--- config.mk ---
export PLATFORM = sky130hd
export DESIGN_NAME = version_string_parser
export DESIGN_NICKNAME = d
export VERILOG_FILES = /design/src/hdl/vsp_pkg.sv /design/src/hdl/vsp_digit.sv /design/src/hdl/vsp_step.sv /design/src/hdl/version_string_parser.sv
export SDC_FILE = /design/constraint.sdc
export NUM_CORES = 1
export LEC_CHECK = 0
export BUFFER_PORTS_ARGS = -buffer_cell sky130_fd_sc_hd__buf_4
export CORE_MARGIN = 2
export CORE_UTILIZATION = 59
export CTS_BUF_LIST = sky130_fd_sc_hd__clkbuf_4 sky130_fd_sc_hd__clkbuf_8 sky130_fd_sc_hd__clkbuf_16
export DETAILED_ROUTE_END_ITERATION = 8
export GPL_ROUTABILITY_DRIVEN = 0
export GPL_TIMING_DRIVEN = 0
export PLACE_DENSITY = 0.9
export SYNTH_ARGS = -nofsm -noshare
export SYNTH_HDL_FRONTEND = slang
export SYNTH_SLANG_ARGS = --single-unit
export TNS_END_PERCENT = 30
--- constraint.sdc ---
create_clock -name i_clk -period 4.5 [get_ports i_clk]
set_input_delay 0.225 -clock i_clk [delete_from_list [all_inputs] [get_ports i_clk]]
set_output_delay 0.225 -clock i_clk [all_outputs]
set_load 0.005 [all_outputs]
--- src/hdl/vsp_pkg.sv ---
package vsp_pkg;

    localparam int OUT_W = 31;
    localparam int DATA_W = 128;
    localparam int USER_W = 2;

    localparam logic [3:0] PH_MAJOR       = 4'd0;
    localparam logic [3:0] PH_MINOR       = 4'd1;
    localparam logic [3:0] PH_PATCH       = 4'd2;
    localparam logic [3:0] PH_SUFFIX      = 4'd3;
    localparam logic [3:0] PH_STABLE      = 4'd4;
    localparam logic [3:0] PH_BETA_LIT    = 4'd5;
    localparam logic [3:0] PH_BETA_NUM    = 4'd6;
    localparam logic [3:0] PH_DONE_STABLE = 4'd7;
    localparam logic [3:0] PH_FAIL        = 4'd8;

    localparam logic [2:0] STABLE_LEN = 3'd6;
    localparam logic [2:0] BETA_LEN   = 3'd5;

    localparam logic [7:0] CH_ZERO = 8'h30;
    localparam logic [7:0] CH_NINE = 8'h39;
    localparam logic [7:0] CH_DOT  = 8'h2e;
    localparam logic [7:0] CH_DASH = 8'h2d;

    typedef struct packed {
        logic [3:0] phase;
        logic [2:0] lit_idx;
        logic       saw_digit;
    } t_ctl;

    function automatic logic [7:0] stable_char(input logic [2:0] idx);
        logic [7:0] c;
        case (idx)
            3'd0:    c = 8'h73;
            3'd1:    c = 8'h74;
            3'd2:    c = 8'h61;
            3'd3:    c = 8'h62;
            3'd4:    c = 8'h6c;
            3'd5:    c = 8'h65;
            default: c = 8'h00;
        endcase
        return c;
    endfunction

    function automatic logic [7:0] beta_char(input logic [2:0] idx);
        logic [7:0] c;
        case (idx)
            3'd0:    c = 8'h62;
            3'd1:    c = 8'h65;
            3'd2:    c = 8'h74;
            3'd3:    c = 8'h61;
            3'd4:    c = 8'h2e;
            default: c = 8'h00;
        endcase
        return c;
    endfunction

endpackage

--- src/hdl/vsp_digit.sv ---
module vsp_digit import vsp_pkg::*; #(
    parameter int NUM_BITS = 31
) (
    input  logic [NUM_BITS-1:0] i_accum,
    input  logic [7:0]          i_char,
    output logic [NUM_BITS-1:0] o_value,
    output logic                o_ovf
);

    logic [NUM_BITS+3:0] w_times10;
    logic [NUM_BITS+3:0] w_sum;
    logic [7:0]          w_digit;

    // accum * 10 as (accum << 3) + (accum << 1)
    assign w_times10 = {1'b0, i_accum, 3'b000} + {3'b000, i_accum, 1'b0};
    assign w_digit   = i_char - CH_ZERO;
    assign w_sum     = w_times10 + {{(NUM_BITS-4){1'b0}}, w_digit};
    assign o_value   = w_sum[NUM_BITS-1:0];
    assign o_ovf     = |w_sum[NUM_BITS+3:NUM_BITS];

endmodule

--- src/hdl/vsp_step.sv ---
module vsp_step import vsp_pkg::*; #(
    parameter int NUM_BITS = 31
) (
    input  t_ctl                i_ctl,
    input  logic [NUM_BITS-1:0] i_accum,
    input  logic [NUM_BITS-1:0] i_major,
    input  logic [NUM_BITS-1:0] i_minor,
    input  logic [NUM_BITS-1:0] i_patch,
    input  logic [7:0]          i_char,
    input  logic                i_last,
    output t_ctl                o_ctl,
    output logic [NUM_BITS-1:0] o_accum,
    output logic [NUM_BITS-1:0] o_major,
    output logic [NUM_BITS-1:0] o_minor,
    output logic [NUM_BITS-1:0] o_patch,
    output logic [DATA_W-1:0]   o_data,
    output logic [USER_W-1:0]   o_user
);

    logic [NUM_BITS-1:0] w_dval;
    logic                w_ovf;
    logic                w_is_digit;
    logic                w_num_phase;
    logic [7:0]          w_sep;
    t_ctl                w_ctl;
    logic [NUM_BITS-1:0] w_accum;
    logic [NUM_BITS-1:0] w_major;
    logic [NUM_BITS-1:0] w_minor;
    logic [NUM_BITS-1:0] w_patch;
    logic                w_ok_stable;
    logic                w_ok_beta;
    logic [NUM_BITS+OUT_W-1:0] w_ext_major;
    logic [NUM_BITS+OUT_W-1:0] w_ext_minor;
    logic [NUM_BITS+OUT_W-1:0] w_ext_patch;
    logic [NUM_BITS+OUT_W-1:0] w_ext_beta;
    logic [OUT_W-1:0]    w_out_beta;

    vsp_digit #(.NUM_BITS(NUM_BITS)) u_digit (
        .i_accum (i_accum),
        .i_char  (i_char),
        .o_value (w_dval),
        .o_ovf   (w_ovf)
    );

    assign w_is_digit  = (i_char >= CH_ZERO) && (i_char <= CH_NINE);
    assign w_num_phase = (i_ctl.phase == PH_MAJOR) || (i_ctl.phase == PH_MINOR)
                      || (i_ctl.phase == PH_PATCH) || (i_ctl.phase == PH_BETA_NUM);
    assign w_sep       = (i_ctl.phase == PH_PATCH) ? CH_DASH : CH_DOT;

    always_comb begin
        w_ctl   = i_ctl;
        w_accum = i_accum;
        w_major = i_major;
        w_minor = i_minor;
        w_patch = i_patch;
        if (w_num_phase && w_is_digit) begin
            if (w_ovf) begin
                w_ctl.phase = PH_FAIL;
            end else begin
                w_accum       = w_dval;
                w_ctl.saw_digit = 1'b1;
            end
        end else if (w_num_phase && i_ctl.phase != PH_BETA_NUM
                     && i_char == w_sep && i_ctl.saw_digit) begin
            case (i_ctl.phase)
                PH_MAJOR: begin
                    w_major     = i_accum;
                    w_ctl.phase = PH_MINOR;
                end
                PH_MINOR: begin
                    w_minor     = i_accum;
                    w_ctl.phase = PH_PATCH;
                end
                default: begin
                    w_patch     = i_accum;
                    w_ctl.phase = PH_SUFFIX;
                end
            endcase
            w_accum         = '0;
            w_ctl.saw_digit = 1'b0;
        end else if (w_num_phase) begin
            w_ctl.phase = PH_FAIL;
        end else begin
            case (i_ctl.phase)
                PH_SUFFIX: begin
                    if (i_char == stable_char(3'd0)) begin
                        w_ctl.phase   = PH_STABLE;
                        w_ctl.lit_idx = 3'd1;
                    end else if (i_char == beta_char(3'd0)) begin
                        w_ctl.phase   = PH_BETA_LIT;
                        w_ctl.lit_idx = 3'd1;
                    end else begin
                        w_ctl.phase = PH_FAIL;
                    end
                end
                PH_STABLE: begin
                    if (i_ctl.lit_idx < STABLE_LEN && i_char == stable_char(i_ctl.lit_idx)) begin
                        w_ctl.lit_idx = i_ctl.lit_idx + 3'd1;
                        if (w_ctl.lit_idx == STABLE_LEN) begin
                            w_ctl.phase = PH_DONE_STABLE;
                        end
                    end else begin
                        w_ctl.phase = PH_FAIL;
                    end
                end
                PH_BETA_LIT: begin
                    if (i_ctl.lit_idx < BETA_LEN && i_char == beta_char(i_ctl.lit_idx)) begin
                        w_ctl.lit_idx = i_ctl.lit_idx + 3'd1;
                        if (w_ctl.lit_idx == BETA_LEN) begin
                            w_ctl.phase = PH_BETA_NUM;
                        end
                    end else begin
                        w_ctl.phase = PH_FAIL;
                    end
                end
                default: begin
                    w_ctl.phase = PH_FAIL;
                end
            endcase
        end
    end

    assign w_ok_stable = (w_ctl.phase == PH_DONE_STABLE);
    assign w_ok_beta   = (w_ctl.phase == PH_BETA_NUM) && w_ctl.saw_digit;

    assign w_ext_major = {{OUT_W{1'b0}}, w_major};
    assign w_ext_minor = {{OUT_W{1'b0}}, w_minor};
    assign w_ext_patch = {{OUT_W{1'b0}}, w_patch};
    assign w_ext_beta  = {{OUT_W{1'b0}}, w_accum};
    assign w_out_beta  = w_ok_beta ? w_ext_beta[OUT_W-1:0] : '0;

    always_comb begin
        o_data = '0;
        o_user = '0;
        if (w_ok_stable || w_ok_beta) begin
            o_data = {{(DATA_W-4*OUT_W){1'b0}}, w_out_beta, w_ext_patch[OUT_W-1:0],
                      w_ext_minor[OUT_W-1:0], w_ext_major[OUT_W-1:0]};
            o_user = {w_ok_stable, 1'b1};
        end
    end

    // the final character returns everything to the reset state
    always_comb begin
        if (i_last) begin
            o_ctl   = '{phase: PH_MAJOR, lit_idx: 3'd0, saw_digit: 1'b0};
            o_accum = '0;
            o_major = '0;
            o_minor = '0;
            o_patch = '0;
        end else if (i_ctl.phase == PH_FAIL) begin
            o_ctl   = i_ctl;
            o_accum = i_accum;
            o_major = i_major;
            o_minor = i_minor;
            o_patch = i_patch;
        end else begin
            o_ctl   = w_ctl;
            o_accum = w_accum;
            o_major = w_major;
            o_minor = w_minor;
            o_patch = w_patch;
        end
    end

endmodule

--- src/hdl/version_string_parser.sv ---
// The result of a string is registered when its final item is accepted and offered in the next cycle.
// Throughput: one item per cycle; the parse state and the result register update together.
// A result waiting downstream stalls intake only while i_m_tready is low.
// Reset (i_rst_n low, synchronous): parse state returns to expecting the first major
// digit, numbers clear to zero and no result is offered.
module version_string_parser import vsp_pkg::*; #(
    parameter int NUM_BITS = 31
) (
    input  logic              i_clk,
    input  logic              i_rst_n,
    input  logic              i_s_tvalid,
    output logic              o_s_tready,
    input  logic [7:0]        i_s_tdata,   // [7:0] char_code
    input  logic              i_s_tlast,   // last_char
    output logic              o_m_tvalid,
    input  logic              i_m_tready,
    output logic [DATA_W-1:0] o_m_tdata,   // major_num, minor_num, patch_num, beta_num, pad
    output logic [USER_W-1:0] o_m_tuser    // parse_ok, is_stable
);

    t_ctl                r_ctl, n_ctl;
    logic [NUM_BITS-1:0] r_accum, n_accum;
    logic [NUM_BITS-1:0] r_major, n_major;
    logic [NUM_BITS-1:0] r_minor, n_minor;
    logic [NUM_BITS-1:0] r_patch, n_patch;
    logic                r_out_valid;
    logic [DATA_W-1:0]   r_out_data, n_out_data;
    logic [USER_W-1:0]   r_out_user, n_out_user;
    logic                w_accept;

    assign o_s_tready = !r_out_valid || i_m_tready;
    assign w_accept   = i_s_tvalid && o_s_tready;

    vsp_step #(.NUM_BITS(NUM_BITS)) u_step (
        .i_ctl   (r_ctl),
        .i_accum (r_accum),
        .i_major (r_major),
        .i_minor (r_minor),
        .i_patch (r_patch),
        .i_char  (i_s_tdata),
        .i_last  (i_s_tlast),
        .o_ctl   (n_ctl),
        .o_accum (n_accum),
        .o_major (n_major),
        .o_minor (n_minor),
        .o_patch (n_patch),
        .o_data  (n_out_data),
        .o_user  (n_out_user)
    );

    always_ff @(posedge i_clk) begin
        if (!i_rst_n) begin
            r_ctl       <= '{phase: PH_MAJOR, lit_idx: 3'd0, saw_digit: 1'b0};
            r_accum     <= '0;
            r_major     <= '0;
            r_minor     <= '0;
            r_patch     <= '0;
            r_out_valid <= 1'b0;
        end else begin
            if (w_accept) begin
                r_ctl   <= n_ctl;
                r_accum <= n_accum;
                r_major <= n_major;
                r_minor <= n_minor;
                r_patch <= n_patch;
            end
            if (w_accept && i_s_tlast) begin
                r_out_valid <= 1'b1;
            end else if (i_m_tready) begin
                r_out_valid <= 1'b0;
            end
        end
    end

    always_ff @(posedge i_clk) begin
        if (w_accept && i_s_tlast) begin
            r_out_data <= n_out_data;
            r_out_user <= n_out_user;
        end
    end

    assign o_m_tvalid = r_out_valid;
    assign o_m_tdata  = r_out_data;
    assign o_m_tuser  = r_out_user;

endmodule
==> results of run 1 <==
path summary, 6_finish.rpt:
path | slack, ns | endpoint | from | cells past startpoint
worst max-delay path | 0.07 | o_m_tdata[11] | r_accum[0] | 15
worst min-delay path | 0.04 | o_m_tvalid | i_m_tready | 3
worst max register to register | 0.07 | o_m_tdata[11] | r_accum[0] | 15
worst min register to register | 0.51 | r_minor[14] | r_minor[14] | 2
repair_timing:
action,4_1_cts,5_1_grt
hold endpoints to repair,1,0
buffers inserted,1,3
pin swaps,2,3
hold buffers,1,0
setup endpoints to repair,157,153
gates cloned,0,0
gates resized for setup,8,35
logic make-up (layout without fill, tap and decap cells):
group | Yosys count | after routing | share of synthesized area, %
AOI/OAI and AO/OA | 402 | 402 | 19.6
and+or+nand+nor | 332 | 332 | 11.7
DFF | 259 | 259 | 47.6
buffers and inverters | 161 | 354 | 5.02
muxes | 93 | 93 | 6.87
adders and majority gates | 72 | 72 | 6.98
xor gates and xnor gates | 34 | 34 | 2.20
other | 1 | 4 | 0.0277
power by group through the flow:
stage | Combinational (mW) | Sequential [mW] | Clock (mW)
detailed placement | 0.255 | 2.59 | 0
floorplan | 0.109 | 2.60 | 0
global route | 0.281 | 2.54 | 2.39
CTS | 0.258 | 2.54 | 2.30
global placement | 0.240 | 2.59 | 0
finish | 0.263 | 2.53 | 2.31
worst max-delay path: stages, from the launching register on:
cell       delay, ns
dfxtp_2         0.45
inv_1           0.17
fa_1            0.54
inv_1           0.08
ha_1            0.30
a21oi_1         0.18
nand4b_1        0.20
a21oi_1         0.11
o211ai_1        0.31
mux2i_1         0.37
o311ai_0        0.19
o31a_1          0.35
o2111ai_4       0.28
buf_4           0.22
clkbuf_4        0.24
a21oi_1         0.13
cell type report:
cell class	instances	area [um2]
buffer	134	601
clock buffer	29	691
clock inverter	19	223
fill	1505	6460
inverter	27	104
multi-input combinational	937	6580
sequential	259	6450
tap	285	357
timing repair buffer	145	1110
sequential cells by signal (all words and copies together), names as in the netlist:
name        flops
r_major        31
r_patch        31
o_m_tuser       2
o_m_tvalid      1
o_m_tdata     124
r_accum        31
r_minor        31
r_ctl           8
cell usage in the layout (no fill, tap or decap), types with 25 or more instances in the layout:
cell type and instances:
nand3b_1 29, a22o_1 30, inv_1 26, nor2_1 134, dfxtp_1 131, o21ai_0 27, edfxtp_1 126, ha_1 66
buf_4 149, clkbuf_16 27, mux2i_1 93, nand2_1 70, a21oi_1 156, clkbuf_1 73, buf_1 25, a22oi_1 96
metal layers:
metal	vias up	global-route usage, %
met2	936	53.4
li1	5328	-
met4	0	14.0
met1	5734	38.6
met5	-	0
met3	196	6.04
synthesized netlist by cell type, types with 7 or more instances:
cell / number
inv_1: 27
nand4_1: 12
and2_1: 7
a21oi_1: 168
mux2i_1: 93
nand3_1: 23
a21o_1: 12
buf_2: 24
dfxtp_1: 133
nor2_1: 135
a22o_1: 30
o211ai_1: 9
ha_1: 66
a22oi_1: 96
or3_1: 8
nand3b_1: 29
buf_1: 25
xor2_1: 12
clkbuf_1: 76
nor3_1: 16
xnor2_1: 22
nand2_1: 70
o21ai_0: 27
edfxtp_1: 126
per-stage QoR:
step           utilization [%]  cells  setup slack, ns  area, um2
2_1_floorplan                -   1357            0.679      13600
5_1_grt                   71.4   1835          0.00808      16100
3_5_place_dp              66.4   1782           -0.558      15000
6_report                  71.4   1835           0.0712      16100
4_1_cts                   70.7   1832           0.0209      16000
3_3_place_gp              66.3   1781           -0.400      15000
==> impl_metrics.tcl, run 1 <==
set metrics [dict create \
    p_switching_mw 1.14 \
    synth_seq_cells 259 \
    synth_top_flop_cell "dfxtp_1" \
    post-route-drc-count 0 \
    start_kind "flop" \
    cts_buffer_depth 3 \
    area_delta_synth_final_pct 19.0 \
    cts_tree "built" \
    ant_nets 0 \
    die_area_um2 24200 \
    core-area_um2 22600 \
    viasPerCell 6.65 \
    fp.dieH_um 156 \
    wl_per_cell_um 21.5 \
    finalClockSkew_ns 0.0133 \
    switching_share_pct 22.3 \
    hold_class "in2reg" \
    drt-total-wl_um 39500 \
    cp_data_arrival_time_ns 4.67 \
    num_vias 12194 \
    p_seq_share_pct 49.6 \
    seq_area_frac_synth_pct 47.6 \
    dr.first_iter.drc_count 1630 \
    grt.total_usage_pct 31.3 \
    rsz0062_at_grt "true" \
    wl_met2_um 18900 \
    ys_async_sr_fraction_pct 0 \
    grt_max_degree 77 \
    p_leak_nw 5.94 \
    setup_tns_ns 0 \
    holdWs_ns 0.0407 \
    first_global_vias 11653 \
    ys_warn_count 0 \
    powerDensity_nw_per_um2 317 \
    layout_min_cycle_time_ns 4.43 \
    cts_max_level 1 \
    grt_remaining_overflow 0 \
    grt_pass1_wl_um 60400 \
    worstSetupPathType "reg2reg" \
    slew_headroom_pct 32.4 \
    cts.clk_slew.worst_paths_ns 0.06 \
    crit_fanout 10 \
    routed.top_layer "met4" \
    start_util_pct 60.0 \
    yosys.area.top_type "edfxtp_1" \
    n_antenna_cell 0 \
    wl_met1_um 14600 \
    antenna_found_initial 0 \
    max-cap-violations 0 \
    synth_cell_types 71 \
    ir_worst_vdd_mv 0.234 \
    synth_top_area_share_pct 27.9 \
    boundaryPins 145 \
    syn_area_per_cell_um2 10.0 \
    clkLatencyLatePin_ns 0.54 \
    hold_violations 0 \
    synth_area_um2 13500 \
    portBuffers 139 \
    wl_met3_um 4280 \
    pwr-share-comb_pct 5.2 \
    power_frac_clock_pct 45.2 \
    cp-end-kind "flop" \
    internal-power_mw 3.97 \
    syn_inst 1354 \
    fin_crit_sh_pct 98.4 \
    cp.required_ns 4.74 \
    nets 1615 \
    fp-row-count 55 \
    setup_viol 0 \
    netlist_top_cells_area "edfxtp_1 28%, dfxtp_1 20%, mux2i_1 6.9%" \
    cts.sinks 259 \
    clock.fmax_ghz 0.226 \
    drv_slew 0 \
    final_layout_size_suffix_gt1_share_pct 17.3 \
    cts_buffers 26 \
    root_buffer "clkbuf_16" \
    finalPower_mw 5.11 \
    dr.pass1.iters 7 \
    synth_edf_count 126 \
    tightestPinTransition_ns 1.01 \
    die_w_um 156 \
    place_hpwl_um 26700 \
    status "finished, final reports clean" \
]
Power figures use the tool's default switching activity.
==> run 2: changes to the inputs <==
==> constraint.sdc (replaced) <==
create_clock -name i_clk -period 4.5 [get_ports i_clk]
set_input_delay 0.45 -clock i_clk [delete_from_list [all_inputs] [get_ports i_clk]]
set_output_delay 0.45 -clock i_clk [all_outputs]
set_load 0.005 [all_outputs]
==> impl_metrics.tcl, run 2 (synthesized netlist as in run 1, its figures left out) <==
set metrics [dict create \
    status "finished, final reports clean" \
    rsz0062_at_grt "true" \
    root_buffer "clkbuf_16" \
    pwr-share-comb_pct 5.1 \
    cts_buffers 26 \
    wl_per_cell_um 21.5 \
    die_w_um 156 \
    cts.clk_slew.worst_paths_ns 0.06 \
    area_delta_synth_final_pct 18.9 \
    p_seq_share_pct 49.7 \
    ir_worst_vdd_mv 0.235 \
    fin_util_pct 71.3 \
    ant_nets 0 \
    most-common-layout-cells "156 x a21oi_1, 149 x buf_4, 134 x nor2_1" \
    final_common_cell "a21oi_1" \
    tightestPinTransition_ns 1.04 \
    cts_max_level 1 \
    cts_tree "built" \
    cts_hold_buffers 0 \
    hold_depth 2 \
    hold_violations 0 \
    grt_remaining_overflow 0 \
    powerDensity_nw_per_um2 317 \
    slew_headroom_pct 30.3 \
    dr.pass1.iters 7 \
    r2r_setup_slack_ns 0.11 \
    worstSetupPathType "reg2reg" \
    internal-power_mw 3.97 \
    viasPerCell 6.60 \
    start_util_pct 60.0 \
    place_hpwl_um 26700 \
    fin_crit_sh_pct 97.6 \
    finalClockSkew_ns 0.0157 \
    cp_data_arrival_time_ns 4.63 \
    dr.first_iter.drc_count 1612 \
    grt.total_usage_pct 31.3 \
    worstReg2RegEnd "o_m_tdata[92]" \
    post-route-drc-count 0 \
    drt-total-wl_um 39500 \
    first_global_vias 11641 \
    grt_pass1_wl_um 60400 \
    p_leak_nw 5.93 \
    cp.required_ns 4.73 \
    holdWs_ns 0.190 \
    core-area_um2 22600 \
    cts.sinks 259 \
    finalPower_mw 5.10 \
    grt_max_degree 77 \
    cp-end-kind "flop" \
    p_switching_mw 1.14 \
    cts_buffer_depth 3 \
    switching_share_pct 22.3 \
    dpl_cell_area_um2 15000 \
    n_antenna_cell 0 \
    clkLatencyLatePin_ns 0.54 \
    max-cap-violations 0 \
    layout_min_cycle_time_ns 4.39 \
    num_vias 12098 \
    portBuffers 139 \
    drv_slew 0 \
    final_layout_size_suffix_gt1_share_pct 17.3 \
    r2r_cells 15 \
    die_area_um2 24200 \
    fp.dieH_um 156 \
    power_frac_clock_pct 45.2 \
    nets 1614 \
    boundaryPins 145 \
    setup_tns_ns 0 \
    hold_class "in2reg" \
    setup_viol 0 \
    fp-row-count 55 \
    start_kind "flop" \
    hold_start "i_rst_n" \
    min_to "r_ctl[7]" \
    stdcell_area_um2 16100 \
    largest_reg_flops 124 \
    clock.fmax_ghz 0.228 \
    antenna_found_initial 0 \
    crit_fanout 10 \
    r2r-start "r_accum[0]" \
]
## run 2: cell count changes in the layout (fill, tap and decap cells not counted)
cell,change
dlygate4sd3_1,-1
## run 2: worst max path at each step
stage                            start             end  slack [ns]  cells past startpoint
final                       r_accum[0]   o_m_tdata[92]        0.11                     15
after global routing        r_accum[0]   o_m_tdata[32]       0.008                     15
after CTS                   r_accum[2]  o_m_tdata[105]        0.02                     15
after detailed placement    r_accum[2]  o_m_tdata[106]       -0.56                     15
after global placement      r_accum[2]  o_m_tdata[113]       -0.40                     15
after floorplan           i_s_tdata[6]    o_m_tuser[0]        0.55                     16
## run 2: power by group through the flow
stage	logic [mW]	registers [mW]	clock network [mW]
global placement	0.240	2.59	0
finish	0.263	2.53	2.31
global route	0.280	2.54	2.39
detailed placement	0.255	2.59	0
floorplan	0.109	2.60	0
CTS	0.258	2.54	2.30
## run 2: stage by stage
step	setup WS (ns)	instances
2_1_floorplan	0.553	1357
3_3_place_gp	-0.400	1781
3_5_place_dp	-0.558	1782
4_1_cts	0.0209	1831
5_1_grt	0.00808	1834
6_report	0.107	1834
## run 2: routing by layer
layer | track usage, % | up-vias | routed length [um]
li1 | - | 5314 | -
met1 | 38.6 | 5692 | 14600
met2 | 53.3 | 903 | 18900
met3 | 6.04 | 189 | 4230
met4 | 14.0 | 0 | 1710
met5 | 0 | - | 0
## run 2: timing repair
action | in CTS | in global routing
setup endpoints to repair | 157 | 153
resized for setup | 8 | 35
setup buffers | 1 | 3
pin swaps | 2 | 3
gates cloned | 0 | 0
## run 2: critical path: stages, from the launching register on
cell       delay (ns)
dfxtp_2          0.45
inv_1            0.16
fa_1             0.53
inv_1            0.08
ha_1             0.30
a21oi_1          0.18
nand4b_1         0.21
a21oi_1          0.12
o211ai_1         0.31
mux2i_1          0.37
o311ai_0         0.18
o31a_1           0.34
o2111ai_4        0.27
buf_4            0.22
clkbuf_4         0.25
a21oi_1          0.13
## run 2: area by class of cell
class	instances	area [um2]
Clock buffer	29	691
Fill cell	1506	6470
Tap cell	285	357
Buffer	134	601
Clock inverter	19	223
Timing Repair Buffer	144	1100
Multi-Input combinational cell	937	6580
Inverter	27	104
Sequential cell	259	6450
